--- config.mk ---
export PLATFORM = sky130hd
export DESIGN_NAME = bresenham_line_pixel_writer
export DESIGN_NICKNAME = d
export VERILOG_FILES = /design/src/design/blpw_pkg.sv /design/src/design/blpw_pixel.sv /design/src/design/bresenham_line_pixel_writer.sv
export SDC_FILE = /design/constraint.sdc
export NUM_CORES = 1
export LEC_CHECK = 0
export BUFFER_PORTS_ARGS = -buffer_cell sky130_fd_sc_hd__buf_2
export CORE_ASPECT_RATIO = 1.5
export CORE_MARGIN = 5
export CORE_UTILIZATION = 40
export DETAILED_ROUTE_END_ITERATION = 8
export PLACE_DENSITY = 0.69
export SYNTH_ARGS = -nofsm -noshare
export SYNTH_HDL_FRONTEND = slang
export SYNTH_SLANG_ARGS = --single-unit
--- constraint.sdc ---
create_clock -name clk -period 9 [get_ports clk]
set_clock_uncertainty 0.2 [all_clocks]
set_input_delay 0.9 -clock clk [delete_from_list [all_inputs] [get_ports clk]]
set_output_delay 0.9 -clock clk [all_outputs]
set_load 0.02 [all_outputs]
--- src/design/blpw_pkg.sv ---
`timescale 1ns / 1ps
package blpw_pkg;

  localparam int unsigned COORD_W = 11;
  localparam int unsigned ERR_W   = 13;
  localparam int unsigned ADDR_W  = 16;

  localparam logic [ADDR_W-1:0] BASE_RESET  = 16'hC000;
  localparam logic [ADDR_W-1:0] ROW_BYTES   = 16'd80;
  localparam logic [ADDR_W-1:0] LINE_STRIDE = 16'h0800;
  localparam logic [7:0]        LO_PLANE    = 8'h80;
  localparam logic [7:0]        HI_PLANE    = 8'h08;

  typedef enum logic {
    OP_LINE = 1'b0,
    OP_TICK = 1'b1
  } op_t;

  typedef struct packed {
    logic [ADDR_W-1:0] byte_address;
    logic [7:0]        plane_mask;
    logic [7:0]        plane_bits;
    logic              on_screen;
  } pixel_t;

endpackage

--- src/design/blpw_pixel.sv ---
`timescale 1ns / 1ps
module blpw_pixel
  import blpw_pkg::*;
#(
  parameter int SCREEN_WIDTH  = 320,
  parameter int SCREEN_HEIGHT = 200
) (
  input  logic signed [COORD_W-1:0] x,
  input  logic signed [COORD_W-1:0] y,
  input  logic        [ADDR_W-1:0]  base,
  input  logic        [1:0]         pen,
  output pixel_t                    pixel
);

  localparam logic [COORD_W-2:0] X_END = (COORD_W-1)'(SCREEN_WIDTH);
  localparam logic [COORD_W-2:0] Y_END = (COORD_W-1)'(SCREEN_HEIGHT);

  logic              on;
  logic [1:0]        p;
  logic [7:0]        lo;
  logic [7:0]        hi;
  logic [ADDR_W-1:0] row_part;
  logic [ADDR_W-1:0] line_part;
  logic [ADDR_W-1:0] col_part;

  assign on = !x[COORD_W-1] && !y[COORD_W-1] &&
              (x[COORD_W-2:0] < X_END) && (y[COORD_W-2:0] < Y_END);
  assign p  = x[1:0];
  assign lo = LO_PLANE >> p;
  assign hi = HI_PLANE >> p;

  assign row_part  = ADDR_W'(y[COORD_W-2:3]) * ROW_BYTES;
  assign line_part = ADDR_W'(y[2:0]) * LINE_STRIDE;
  assign col_part  = ADDR_W'(x[COORD_W-2:2]);

  always_comb begin
    pixel = '0;
    if (on) begin
      pixel.on_screen    = 1'b1;
      pixel.byte_address = base + row_part + line_part + col_part;
      pixel.plane_mask   = lo | hi;
      pixel.plane_bits   = (pen[0] ? lo : 8'h00) | (pen[1] ? hi : 8'h00);
    end
  end

endmodule

--- src/design/bresenham_line_pixel_writer.sv ---
`timescale 1ns / 1ps
// Channel   Direction  Handshake          Payload
// input     in         in_valid/in_stall  operation, start_x, start_y, end_x, end_y, pen
// output    out        out_valid/out_stall byte_address, plane_mask, plane_bits,
//                                         on_screen, last_pixel
// config    in         cfg_write          cfg_data (frame base address)
//
// One item per cycle while in_stall is low: a tick transfer steps the line state
// and loads the result register at the same edge; the result appears the cycle after.
// The critical path is the address sum base + row*80 + line*0x800 + column.
// rst (synchronous) clears the line to idle, drops any held result and sets the
// frame base to 0xC000. in_stall is high only while a held result is stalled.
module bresenham_line_pixel_writer
  import blpw_pkg::*;
#(
  parameter int COORD_LIMIT   = 999,
  parameter int SCREEN_WIDTH  = 320,
  parameter int SCREEN_HEIGHT = 200
) (
  input  logic                      clk,
  input  logic                      rst,
  input  logic                      cfg_write,
  input  logic [ADDR_W-1:0]         cfg_data,
  input  logic                      in_valid,
  output logic                      in_stall,
  input  logic                      operation,
  input  logic signed [COORD_W-1:0] start_x,
  input  logic signed [COORD_W-1:0] start_y,
  input  logic signed [COORD_W-1:0] end_x,
  input  logic signed [COORD_W-1:0] end_y,
  input  logic [1:0]                pen,
  output logic                      out_valid,
  input  logic                      out_stall,
  output logic [ADDR_W-1:0]         byte_address,
  output logic [7:0]                plane_mask,
  output logic [7:0]                plane_bits,
  output logic                      on_screen,
  output logic                      last_pixel
);

  localparam logic signed [COORD_W-1:0] LIM_HI = COORD_W'(COORD_LIMIT);
  localparam logic signed [COORD_W-1:0] LIM_LO = -LIM_HI;

  logic [ADDR_W-1:0]         frame_base;
  logic signed [COORD_W-1:0] cur_x, cur_y, target_x, target_y;
  logic [COORD_W-1:0]        delta_x, delta_y;
  logic                      step_x_negative, step_y_negative;
  logic signed [ERR_W-1:0]   error_term;
  logic [1:0]                line_pen;
  logic                      busy;

  logic                      in_xfer, out_xfer, tick, start, in_range, last;
  logic signed [COORD_W:0]   diff_x, diff_y;
  logic signed [ERR_W:0]     e2;
  logic                      move_x, move_y;
  logic signed [ERR_W-1:0]   error_term_next;
  pixel_t                    pixel;

  assign in_stall = out_valid && out_stall;
  assign in_xfer  = in_valid && !in_stall;
  assign out_xfer = out_valid && !out_stall;

  assign in_range = (start_x >= LIM_LO) && (start_x <= LIM_HI) &&
                    (start_y >= LIM_LO) && (start_y <= LIM_HI) &&
                    (end_x >= LIM_LO) && (end_x <= LIM_HI) &&
                    (end_y >= LIM_LO) && (end_y <= LIM_HI);
  assign start = in_xfer && (operation == OP_LINE) && in_range;
  assign tick  = in_xfer && (operation == OP_TICK) && busy;

  assign diff_x = {end_x[COORD_W-1], end_x} - {start_x[COORD_W-1], start_x};
  assign diff_y = {end_y[COORD_W-1], end_y} - {start_y[COORD_W-1], start_y};

  assign last   = (cur_x == target_x) && (cur_y == target_y);
  assign e2     = {error_term, 1'b0};
  assign move_x = e2 > -$signed({3'b000, delta_y});
  assign move_y = e2 < $signed({3'b000, delta_x});
  assign error_term_next = error_term
                         - (move_x ? $signed({2'b00, delta_y}) : $signed(13'sd0))
                         + (move_y ? $signed({2'b00, delta_x}) : $signed(13'sd0));

  blpw_pixel #(
    .SCREEN_WIDTH (SCREEN_WIDTH),
    .SCREEN_HEIGHT(SCREEN_HEIGHT)
  ) u_pixel (
    .x    (cur_x),
    .y    (cur_y),
    .base (frame_base),
    .pen  (line_pen),
    .pixel(pixel)
  );

  always_ff @(posedge clk) begin
    if (rst) begin
      frame_base      <= BASE_RESET;
      cur_x           <= '0;
      cur_y           <= '0;
      target_x        <= '0;
      target_y        <= '0;
      delta_x         <= '0;
      delta_y         <= '0;
      step_x_negative <= 1'b0;
      step_y_negative <= 1'b0;
      error_term      <= '0;
      line_pen        <= '0;
      busy            <= 1'b0;
    end else begin
      if (cfg_write) begin
        frame_base <= cfg_data;
      end
      if (start) begin
        cur_x           <= start_x;
        cur_y           <= start_y;
        target_x        <= end_x;
        target_y        <= end_y;
        delta_x         <= diff_x[COORD_W] ? COORD_W'(-diff_x) : diff_x[COORD_W-1:0];
        delta_y         <= diff_y[COORD_W] ? COORD_W'(-diff_y) : diff_y[COORD_W-1:0];
        step_x_negative <= diff_x[COORD_W] || (diff_x == '0);
        step_y_negative <= diff_y[COORD_W] || (diff_y == '0);
        error_term      <= ERR_W'(diff_x[COORD_W] ? -diff_x : diff_x)
                         - ERR_W'(diff_y[COORD_W] ? -diff_y : diff_y);
        line_pen        <= pen;
        busy            <= 1'b1;
      end else if (tick) begin
        if (last) begin
          busy <= 1'b0;
        end else begin
          error_term <= error_term_next;
          if (move_x) begin
            cur_x <= step_x_negative ? cur_x - 11'sd1 : cur_x + 11'sd1;
          end
          if (move_y) begin
            cur_y <= step_y_negative ? cur_y - 11'sd1 : cur_y + 11'sd1;
          end
        end
      end
    end
  end

  always_ff @(posedge clk) begin
    if (rst) begin
      out_valid <= 1'b0;
    end else if (tick) begin
      out_valid <= 1'b1;
    end else if (out_xfer) begin
      out_valid <= 1'b0;
    end
  end

  always_ff @(posedge clk) begin
    if (tick) begin
      byte_address <= pixel.byte_address;
      plane_mask   <= pixel.plane_mask;
      plane_bits   <= pixel.plane_bits;
      on_screen    <= pixel.on_screen;
      last_pixel   <= last;
    end
  end

endmodule

==> impl_results.md, run 1 <==
- Logic pwr share: 49.0%
- Worst R2R End: error_term[12]
- Critical Path Source: delta_y[2]
- Unrepaired setup endpoints after global routing: false
- Synth unique cells: 81
- # hold bufs at CTS: 0
- Layout fillers: 2706
- Vias in the first global route: 9639
- Tot GR Track Use: 20.05%
- Slowest stage delay, CP: 0.56 ns
- Fmax: 0.1700 GHz
- Commonest non-fill, non-tap cell in the layout: inv_1
- Hold Path Class: reg2reg
- Worst Tran Pin Value: 1.059 ns
- Post-Syn Area: 10920 µm²
- Gr ovfl total: 0
- RR Startpoint: delta_y[2]
- Worst Setup End Kind: register
- Switching Fraction: 40.65%
- Worst path slowest cell: or4_1
- Req. time, crit path: 9.12 ns
- WL/cell: 17.82 µm
- Largest net degree at the start of global routing: 81
- Share of cells above drive strength 1: 11.71%
- Pins Over Slew Limit: 0
- H-tree Lvls: 4
- First-pass GRT wire length: 49450 µm
- Setup tns final: 0 ns
- Die height: 212.4 µm
- Max-Slew Margin vs Limit: 29.41%
- Clock sinks: 131
- IO buf count: 103
- I/O pins: 104
- Post_cts resized: 0
- P_leak: 5.466 nW
- FF-to-FF path depth: 23
- DP HPWL: 24870 µm
- CORE AREA: 27130 µm²
- Hold_sp: target_x[0]
- Final setup fails: 0
- Cells after Synth: 1313
- Clock transition at path regs: 0.06 ns
- Drt first-iter violations: 569
- Top cells by area, synth: dfxtp_1, ha_1, edfxtp_1, xnor2_1, a21oi_1
- Yosys warns: 0
- Final Util: 45.29%
- Drt first pass iters: 5
- Outcome: completed
- Final hold violation count: 0
- Pwr Density: 220.8 nW/µm²
- GP Congestion: 0.9455
- ANT nets after route: 0
- Syn-to-layout area delta: 12.47%
- Final worst-path cycle share: 65.35%
- Starting Density: 40.27%
- Critical Path End: error_term[12]
- Syn Area/Cell: 8.320 µm²
- Commonest cells after routing, fill and taps aside: inv_1, ha_1, nand2_1
- Synth area leader: dfxtp_1
- Net Sw Power: 1.103 mW
- Postcts setup bufs: 0
- Initial antenna violation count: 0
- Die span in x: 144.9 µm
- Critical path class: reg2reg
- Most common flop cell mapped by yosys: dfxtp_1
- Sequential group share of total power: 25.8%
- Mapped Nets: 1528
- Drt drc: 0
- CTS tree: yes
- Max-cap violations: 0
- Rows: 74
- Critical path cell sequence: or4_1, nor2_1, nand2_1, nor3_1, xor2_1, ha_1, a21o_1, a21oi_1, o211ai_1, o221a_2, o31a_1, and2_1, fa_1, inv_1, fa_1, a21oi_1, o211ai_1, nand2_1, o21ai_0, o41ai_1, xnor2_1, nor3_1, o41a_1
- Pint: 1.610 mW
- Synthesis-stage register bit count: 131
- Type of origin of the critical path: register
- Via density: 5.553
- Async SR Flop Fraction: 0%
- R2R setup slack: 3.12 ns
- CTS max path bufs: 2
- CTS buffer count: 17
- Vias: 9729
- Post-synthesis sequential area ratio: 26.76%
- Root buf cell: clkbuf_16
- VDD IR max: 0.1984 mV
- Top cell type's share of synthesized area: 18.51%
- Nets@finish: 1612
- WP data arrival: 6.01 ns
- Tmin final: 5.881 ns
- Die footprint: 30780 µm²
- Post-synth EDFFs: 30
- Final wirelength: 31220 µm
- Clk pwr share: 25.1%
- Worst-Skew Late Latency: 0.44 ns
- Crit Path Max Fanout: 11
==> per-stage QoR <==
stage          setup slack, ns  hold slack [ns]  total power [mW]  cell area (µm²)  instances
3_5_place_dp             3.122           0.2593             2.036            11720       1720
6_report                 3.119           0.2642             2.713            12290       1752
3_3_place_gp             3.195           0.2553             2.013            11720       1720
4_1_cts                  3.105           0.2674             2.725            12280       1751
2_1_floorplan            3.735           0.2481             1.717            10920       1313
5_1_grt                  2.685           0.2849             2.905            12280       1751
==> critical path: cells and delay by family (launching register included) <==
kind / cells / cell delay [ns]
AND/OR/NAND/NOR: 7 / 1.40
adder cells (fa/ha/maj): 3 / 1.22
XOR/XNOR: 2 / 0.35
flip-flops: 1 / 0.37
AO/OA/AOI/OAI: 10 / 2.16
buffers and inverters: 1 / 0.07
==> power by group through the flow <==
stage          sequential, mW  combinational (mW)  clock (mW)
6_report                0.700                1.33       0.682
3_3_place_gp            0.712                1.30           0
5_1_grt                 0.705                1.48       0.716
4_1_cts                 0.700                1.33       0.691
3_5_place_dp            0.712                1.32           0
2_1_floorplan           0.697                1.02           0
==> synth_stat cells (4+ instances only) <==
library cell,count
buf_4,4
a22oi_1,11
o311ai_0,4
o21a_1,10
mux2_2,4
mux2i_1,20
nor2_1,115
nand3_1,14
nand2b_1,8
a31oi_1,14
o41a_1,4
or2_2,6
nand4_1,12
o31a_1,5
a211oi_1,34
o21ai_0,50
nor4_1,9
o22ai_1,6
fa_1,25
xnor2_1,62
nor2b_1,13
and2_1,26
edfxtp_1,30
or4_1,4
a21o_1,16
nor3_1,42
and3_1,5
o211ai_1,5
ha_1,122
dfxtp_1,101
a21oi_1,107
o41ai_1,7
a2111oi_0,4
xor2_1,50
nand3b_1,4
nor4b_1,4
inv_1,129
clkbuf_1,37
nand2_1,117
or3_1,6
o21bai_1,13
==> metal layers <==
layer | track usage, % | part of all wire, % | vias up | routed length, µm
met1 | 19.90 | 36 | 4614 | 11230
met2 | 38.23 | 54 | 224 | 16820
met3 | 3.262 | 3.6 | 83 | 1109
met5 | 0 | 0 | - | 0
li1 | - | - | 4808 | -
met4 | 13.09 | 6.6 | 0 | 2054
==> logic make-up (layout without fill, tap and decap cells) <==
| kind of cell | count (synthesis) | count (layout) | synth area share (%) |
|---|---|---|---|
| AO/OA/AOI/OAI | 327 | 327 | 19.91 |
| multiplexers | 25 | 25 | 2.348 |
| XOR/XNOR | 112 | 112 | 8.979 |
| other | 0 | 1 | 0 |
| adder cells (fa/ha/maj) | 147 | 147 | 18.55 |
| AND/OR/NAND/NOR | 398 | 398 | 17.28 |
| flip-flops | 131 | 131 | 26.76 |
| buffers and inverters | 173 | 269 | 6.173 |
==> area by class of cell <==
type                    count  area, µm²  area share, %
multi-input cells        1009       7328          59.64
inverters                 129      484.2          3.941
clock inverters            11      113.9         0.9267
clock buffers              20      446.7          3.635
diodes                      1      2.502        0.02037
repair buffers            109      560.5          4.562
well taps                 342      427.9          3.483
flip-flops and latches    131       2923          23.79
==> state kept, by name, indices dropped and copies added (netlist names), 11 cells and up <==
signal / count
cur_y: 11
cur_x: 11
error_term: 13
frame_base: 16
delta_x: 11
target_x: 11
delta_y: 11
target_y: 11
byte_address: 16
==> how the worst min path moves through the flow <==
stage	end	slack, ns	cells after the start
global route	target_x[6]	0.28	2
global placement	target_y[0]	0.26	2
CTS	target_y[3]	0.27	2
finish	target_x[0]	0.26	2
floorplan	target_x[0]	0.25	2
detailed placement	target_y[3]	0.26	2
No activity file was read; power rests on OpenSTA's default activity.
==> run 2: changes to the inputs <==
--- a/config.mk
+++ b/config.mk
@@ -5,12 +5,13 @@
 export SDC_FILE = /design/constraint.sdc
 export NUM_CORES = 1
 export LEC_CHECK = 0
+export ABC_AREA = 1
 export BUFFER_PORTS_ARGS = -buffer_cell sky130_fd_sc_hd__buf_2
 export CORE_ASPECT_RATIO = 1.5
 export CORE_MARGIN = 5
 export CORE_UTILIZATION = 40
 export DETAILED_ROUTE_END_ITERATION = 8
-export PLACE_DENSITY = 0.69
+export PLACE_DENSITY = 0.7
 export SYNTH_ARGS = -nofsm -noshare
 export SYNTH_HDL_FRONTEND = slang
 export SYNTH_SLANG_ARGS = --single-unit
==> constraint.sdc (replaced) <==
create_clock -name clk -period 4.8 [get_ports clk]
set_clock_uncertainty 0.2 [all_clocks]
set_input_delay 0.48 -clock clk [delete_from_list [all_inputs] [get_ports clk]]
set_output_delay 0.48 -clock clk [all_outputs]
set_load 0.02 [all_outputs]
==> run 2 against run 1 <==
Final area is 13% higher; combinational power is 100% higher; register-to-register slack worse by 3.0 ns; critical path depth is 4 higher; wire length is 14% higher; critical endpoint unchanged; maximum frequency is 26% higher.
==> impl_results.md, run 2 <==
- Final hold violation count: 0 (unchanged)
- Mapped Nets: 1943 (+27%)
- R2R setup slack: 0.15 ns (-2.97 ns)
- Worst Tran Pin Value: 0.7189 ns (-0.3399 ns)
- RR Startpoint: delta_y[0]
- Slowest stage delay, CP: 0.56 ns (about the same)
- Post-Syn Area: 11840 µm² (+8.4%)
- Vias: 11700 (+20%)
- DP HPWL: 28460 µm (+14%)
- Max-cap violations: 0 (unchanged)
- Syn-to-layout area delta: 17.07%
- Die footprint: 33210 µm² (+7.9%)
- Final Util: 47.16% (+1.9 points)
- Most common flop cell mapped by yosys: dfxtp_1
- Die height: 220.7 µm (+3.9%)
- Cells after Synth: 1728 (+32%)
- Post-route cell area: 13860 µm² (+13%)
- Synth unique cells: 47 (-42%)
- Post-synth EDFFs: 30 (unchanged)
- Setup tns final: 0 ns (unchanged)
- Worst Setup End Kind: register
- Area taken by flip-flops and latches: 2927 µm² (+0.13%)
- Final setup fails: 0 (unchanged)
- Commonest cells after routing, fill and taps aside: nand2_1, inv_1, nor2_1
- Nets@finish: 2051 (+27%)
- First-pass GRT wire length: 55180 µm (+12%)
- Crit-path most repeated cell: nand3_1
- CORE AREA: 29380 µm² (+8.3%)
- Via density: 5.216 (-6.1%)
- Share of cells above drive strength 1: 14.49% (+2.8 points)
- Critical path class: reg2reg
- Outcome: completed
- Root buf cell: clkbuf_16
- Synthesis-stage register bit count: 131 (unchanged)
- Worst-Skew Late Latency: 0.44 ns (about the same)
- Worst R2R End: error_term[12]
- Most frequent cell after synthesis: nand2_1
- CTS max path bufs: 2 (unchanged)
- Final worst-path cycle share: 96.93% (+32 points)
- Yosys warns: 0 (unchanged)
- Clock transition at path regs: 0.07 ns (about the same)
- Drt drc: 0 (unchanged)
- Initial antenna violation count: 0 (unchanged)
- Post-place instance area: 12820 µm² (+9.3%)
- WL/cell: 15.81 µm (-11%)
- Worst path slowest cell: fa_1
- Commonest non-fill, non-tap cell in the layout: nand2_1
- Gr ovfl total: 0 (unchanged)
- Area occupied by multi-input gates: 7970 µm² (+8.8%)
- H-tree Lvls: 4 (unchanged)
- Syn Area/Cell: 6.850 µm² (-18%)
- Rows: 77 (+4.1%)
- Pins Over Slew Limit: 0 (unchanged)
- Final wirelength: 35480 µm (+14%)
- Max-Slew Margin vs Limit: 51.95% (+23 points)
- I/O pins: 104 (unchanged)
- Fmax: 0.2149 GHz (+26%)
- ANT cells: 0 (-1)
- Top cell type's share of synthesized area: 17.08% (-1.4 points)
- Tmin final: 4.653 ns (-1.229 ns)
- Hold Path Class: in2reg
- Critical Path Source: delta_y[0]
- Post-synth top cells: nand2_1, inv_1, nor2_1
- Layout fillers: 2932 (+8.4%)
- Final Non-Filler Cells: 2244 (+28%)
- WP data arrival: 4.78 ns (-1.23 ns)
- Critical Path End: error_term[12]
- Pwr Density: 389.7 nW/µm² (+77%)
- Largest regs: byte_address x16, frame_base x16, error_term x13
- Die span in x: 150.5 µm (+3.8%)
- GP Congestion: 1.004 (+6.2%)
- Clock sinks: 131 (unchanged)
- Drt first pass iters: 5 (unchanged)
- Largest net degree at the start of global routing: 53 (-35%)
- Req. time, crit path: 4.93 ns (-4.19 ns)
- P_leak: 6.804 nW (+24%)
- Tot GR Track Use: 21.22% (+1.2 points)
- VDD IR max: 0.2413 mV (+22%)
- # hold bufs at CTS: 0 (unchanged)
- Async SR Flop Fraction: 0% (unchanged)
- Starting Density: 40.29% (about the same)
- ANT nets after route: 0 (unchanged)
- Drt first-iter violations: 759 (+33%)
- IO buf count: 103 (unchanged)
- CTS tree: yes
- Type of origin of the critical path: register
- Top cells by area, synth: dfxtp_1, ha_1, nand2_1, inv_1, edfxtp_1
- Vias in the first global route: 11420 (+18%)
- FF-to-FF path depth: 27 (+17%)
- Crit Path Max Fanout: 5 (-6)
- Post-synthesis sequential area ratio: 24.69% (-2.1 points)
- CTS buffer count: 17 (unchanged)
- Post-Place Cells: 2208 (+28%)
- Synth area leader: dfxtp_1
-- run 2: cell types whose count changed after synthesis, moves of 41 or more --
cell,change
inv_1,+138
nand2_1,+209
nor2_1,+60
a21oi_1,+41
nand3_1,+99
o21ai_0,+68
-- run 2: report_power, final --
group          switching (mW)  leakage (nW)  internal, mW
registers              0.0972          1.10          1.22
logic                    1.62          5.41          1.05
clock network           0.537         0.302         0.876
total                    2.26          6.80          3.14
-- run 2: routing by layer --
layer / GRT usage, % / part of all wire, %
met3: 2.786 / 3.7
met2: 38.21 / 51
met4: 17.61 / 8.5
met1: 21.52 / 37
met5: 0 / 0
-- run 2: worst min-delay path by stage --
stage                   start              to  slack (ns)  cells past startpoint
2_1_floorplan  frame_base[14]  frame_base[14]        0.24                      2
3_3_place_gp             busy            busy        0.25                      2
3_5_place_dp             busy            busy        0.26                      2
4_1_cts           cfg_data[2]   frame_base[2]        0.05                      3
5_1_grt           cfg_data[2]   frame_base[2]        0.07                      3
6_report          cfg_data[2]   frame_base[2]        0.07                      3
-- run 2: what timing repair did --
item | in CTS | in global routing
resized for setup | 1 | 90
buffers inserted | 0 | 3
pin swaps | 0 | 22
cloned | 0 | 1
endpoints found under the setup margin | 4 | 11
-- run 2: cell families after synthesis --
logic type      count (synthesis)  share of synthesized area [%]
flops                         131                          24.69
fa+ha+maj                     147                          17.12
buf+inv                       323                          11.03
xor+xnor                       87                          6.627
compound gates                334                          15.00
simple gates                  706                          25.53
-- run 2: metrics by stage --
stage	worst slack, ns	hold slack [ns]	total power [mW]
6_report	0.1475	0.06860	5.401
4_1_cts	0.06114	0.04912	5.111
3_5_place_dp	-0.004961	0.2634	3.677
2_1_floorplan	0.3248	0.2354	3.005
3_3_place_gp	0.08258	0.2535	3.655
5_1_grt	-0.1540	0.06899	5.762
-- run 2: area by class of cell --
cell class	count	area share (%)
clock buffer	18	3.097
sequential	131	21.12
clock inverter	14	1.454
tap	395	3.566
multi-input combinational	1274	57.51
timing repair buffer	137	5.778
inverter	275	7.476
-- run 2: worst max-delay path, delay by kind of cell, from the launching register on --
family,cells,cell delay [ns]
and+or+nand+nor,16,1.78
adders and majority gates,4,1.25
DFF,1,0.37
xor gates and xnor gates,2,0.32
AOI/OAI and AO/OA,2,0.31
buffers and inverters,3,0.28
==> run 3: changes to the inputs <==
--- a/config.mk
+++ b/config.mk
@@ -9,9 +9,10 @@
 export BUFFER_PORTS_ARGS = -buffer_cell sky130_fd_sc_hd__buf_2
 export CORE_ASPECT_RATIO = 1.5
 export CORE_MARGIN = 5
-export CORE_UTILIZATION = 40
+export CORE_UTILIZATION = 35
 export DETAILED_ROUTE_END_ITERATION = 8
-export PLACE_DENSITY = 0.7
+export PLACE_DENSITY = 0.64
+export SETUP_SLACK_MARGIN = 0.2
 export SYNTH_ARGS = -nofsm -noshare
 export SYNTH_HDL_FRONTEND = slang
 export SYNTH_SLANG_ARGS = --single-unit
==> run 3 against run 2 <==
Flip-flop and latch count did not move; highest routed layer unchanged; wire length rose by 5.0%; clock power fell by 11%; register-to-register slack improved by 0.22 ns; critical endpoint unchanged; sequential power barely moved; global-route usage fell by 1.9 points; hold slack got worse by 0.0066 ns; cell count rose by 1.2%; setup slack improved by 0.22 ns; maximum frequency rose by 5.0%; combinational power rose by 6%; via count rose by 0.66%; critical path type unchanged.
==> impl_results.md, run 3 (synthesized netlist as in run 2, its figures left out) <==
- Largest net degree at the start of global routing: 62 (+17%)
- # hold bufs at CTS: 0 (unchanged)
- Pwr Density: 386.8 nW/µm² (-0.74%)
- CTS buffer count: 17 (unchanged)
- Rows: 82 (+6.5%)
- Final Non-Filler Cells: 2272 (+1.2%)
- Critical path class: reg2reg
- H-tree Lvls: 4 (unchanged)
- Outcome: completed
- Drt drc: 0 (unchanged)
- CTS tree: yes
- Worst Tran Pin Value: 0.7111 ns (-0.007864 ns)
- Tmin final: 4.430 ns (-0.2222 ns)
- Unrepaired setup endpoints after global routing: true
- R2R setup slack: 0.37 ns (+0.22 ns)
- VDD IR max: 0.2493 mV (+3.3%)
- Fin Hold WS: 0.06205 ns (-0.006556 ns)
- ANT nets after route: 0 (unchanged)
- Area taken by flip-flops and latches: 2929 µm² (about the same)
- M2 GR Usage: 36.49% (-1.7 points)
- Largest regs: byte_address x16, frame_base x16, error_term x13
- Max-cap violations: 0 (unchanged)
- Clock sinks: 131 (unchanged)
- Worst R2R End: error_term[12]
- First-pass GRT wire length: 58830 µm (+6.6%)
- CTS max path bufs: 2 (unchanged)
- Req. time, crit path: 4.93 ns (about the same)
- Global routing's busiest layer: met2
- Clock transition at path regs: 0.06 ns (about the same)
- Area occupied by multi-input gates: 8084 µm² (+1.4%)
- Commonest cells after routing, fill and taps aside: nand2_1, inv_1, nor2_1
- CORE AREA: 33450 µm² (+14%)
- Switching Fraction: 43.63% (+1.9 points)
- Crit Path Max Fanout: 5 (unchanged)
- Via density: 5.185 (-0.58%)
- Nets@finish: 2054 (+0.15%)
- Max-Slew Margin vs Limit: 52.48% (+0.53 points)
- Pint: 3.047 mW (-3.1%)
- Vias: 11780 (+0.66%)
- Initial antenna violation count: 0 (unchanged)
- Fmax: 0.2257 GHz (+5.0%)
- Logic pwr share: 52.4% (+2.9 points)
- IO buf count: 103 (unchanged)
- WP data arrival: 4.56 ns (-0.22 ns)
- Die span in x: 160.2 µm (+6.4%)
- Pins Over Slew Limit: 0 (unchanged)
- Vias in the first global route: 11640 (+1.9%)
- Commonest non-fill, non-tap cell in the layout: nand2_1
- ANT cells: 0 (unchanged)
- Share of cells above drive strength 1: 15.87% (+1.4 points)
- Drt first-iter violations: 596 (-21%)
- Die height: 235.2 µm (+6.6%)
- Die footprint: 37680 µm² (+13%)
- Final worst-path cycle share: 92.30% (-4.6 points)
- Post-Place Cells: 2233 (+1.1%)
- Hold Path Depth: 3 (unchanged)
- Starting Density: 35.39% (-4.9 points)
- Worst Setup End Kind: register
- DP HPWL: 30030 µm (+5.5%)
- Drt first pass iters: 5 (unchanged)
- RR Startpoint: delta_y[0]
- Clk pwr share: 23.3% (-2.9 points)
- Met3 GRT Util: 2.995% (+0.21 points)
- Gr ovfl total: 0 (unchanged)
- Syn-to-layout area delta: 18.03%
- Final hold violation count: 0 (unchanged)
- Net Sw Power: 2.358 mW (+4.5%)
- Sequential group share of total power: 24.3% (about the same)
- WL/cell: 16.40 µm (+3.7%)
- I/O pins: 104 (unchanged)
- Total power: 5.405 mW (about the same)
- P_leak: 6.804 nW (about the same)
- Root buf cell: clkbuf_16
- Hold_sp: cfg_data[10]
- Type of origin of the critical path: register
- GR Layer Usage met1: 19.00% (-2.5 points)
- Layout fillers: 3471 (+18%)
- Hold Path Class: in2reg
- FF-to-FF path depth: 24 (-11%)
- Tot GR Track Use: 19.33% (-1.9 points)
- Worst-Skew Late Latency: 0.44 ns (about the same)
- Final setup fails: 0 (unchanged)
- GP Congestion: 0.9492 (-5.5%)
- Hold path endpoint: frame_base[10]
- Final wirelength: 37250 µm (+5.0%)
-- run 3: cell types whose count changed in the layout (fill, tap and decap cells not counted), moves of 4 or more --
cell | before | now
nand3_1 | 108 | 103
nor2_2 | 12 | 17
nand3_2 | 7 | 11
inv_2 | 10 | 15
inv_1 | 262 | 257
-- run 3: routing by layer --
layer	up-vias	routed length, µm	part of all wire, %
met5	-	0	0
met4	0	2890	7.8
met3	123	1236	3.3
met2	309	19590	53
met1	5466	13530	36
li1	5883	-	-
-- run 3: through the flow --
stage	setup WS, ns	util [%]	TNS, ns	area, µm²
final	0.3696	41.77	0	13970
after global routing	0.09507	41.77	0	13970
after CTS	0.2019	40.38	0	13510
after detailed placement	-0.05439	38.45	-0.05439	12860
after global placement	0.04105	38.45	0	12860
after floorplan	0.3248	-	0	11840
-- run 3: critical path, stage by stage (launching register included) --
cell	delay [ns]
dfxtp_4	0.37
nor3_4	0.21
nand3_2	0.14
nor3_4	0.17
nand3_2	0.13
nor3_1	0.17
ha_1	0.30
a21oi_2	0.19
o21ai_1	0.11
a21oi_2	0.14
nand3_2	0.12
nand2_4	0.10
clkbuf_16	0.16
nor2_4	0.04
fa_1	0.56
inv_2	0.05
ha_4	0.24
a21oi_4	0.19
nand2_4	0.09
nand3_2	0.07
nand4_1	0.09
xnor2_1	0.14
nand2_1	0.08
nand3_1	0.09
nor2b_1	0.17
-- run 3: cell type report --
class / instances / area share [%]
multi-input combinational: 1274 / 57.86
sequential: 131 / 20.96
inverter: 275 / 7.415
timing repair buffer: 140 / 6.009
tap: 420 / 3.761
clock buffer: 17 / 3.045
clock inverter: 15 / 0.9492
-- run 3: worst max-delay path by stage --
stage                from              to
2_1_floorplan  delta_y[0]  error_term[12]
3_3_place_gp   delta_y[0]  error_term[12]
3_5_place_dp   delta_y[0]  error_term[12]
4_1_cts        delta_y[0]  error_term[12]
5_1_grt        delta_y[0]  error_term[12]
6_report       delta_y[0]  error_term[12]
-- run 3: power groups by stage --
stage | combinational, mW | clock [mW] | sequential [mW]
after detailed placement | 2.39 | 0 | 1.33
after global routing | 3.14 | 1.33 | 1.32
after floorplan | 1.70 | 0 | 1.30
after CTS | 2.46 | 1.28 | 1.31
final | 2.83 | 1.26 | 1.32
after global placement | 2.37 | 0 | 1.33
-- run 3: what timing repair did --
action / 4_1_cts / 5_1_grt
gates resized for setup: 23 / 96
setup endpoints to repair: 11 / 11
pin swaps: 9 / 49
cloned: 0 / 1
setup buffers: 1 / 5
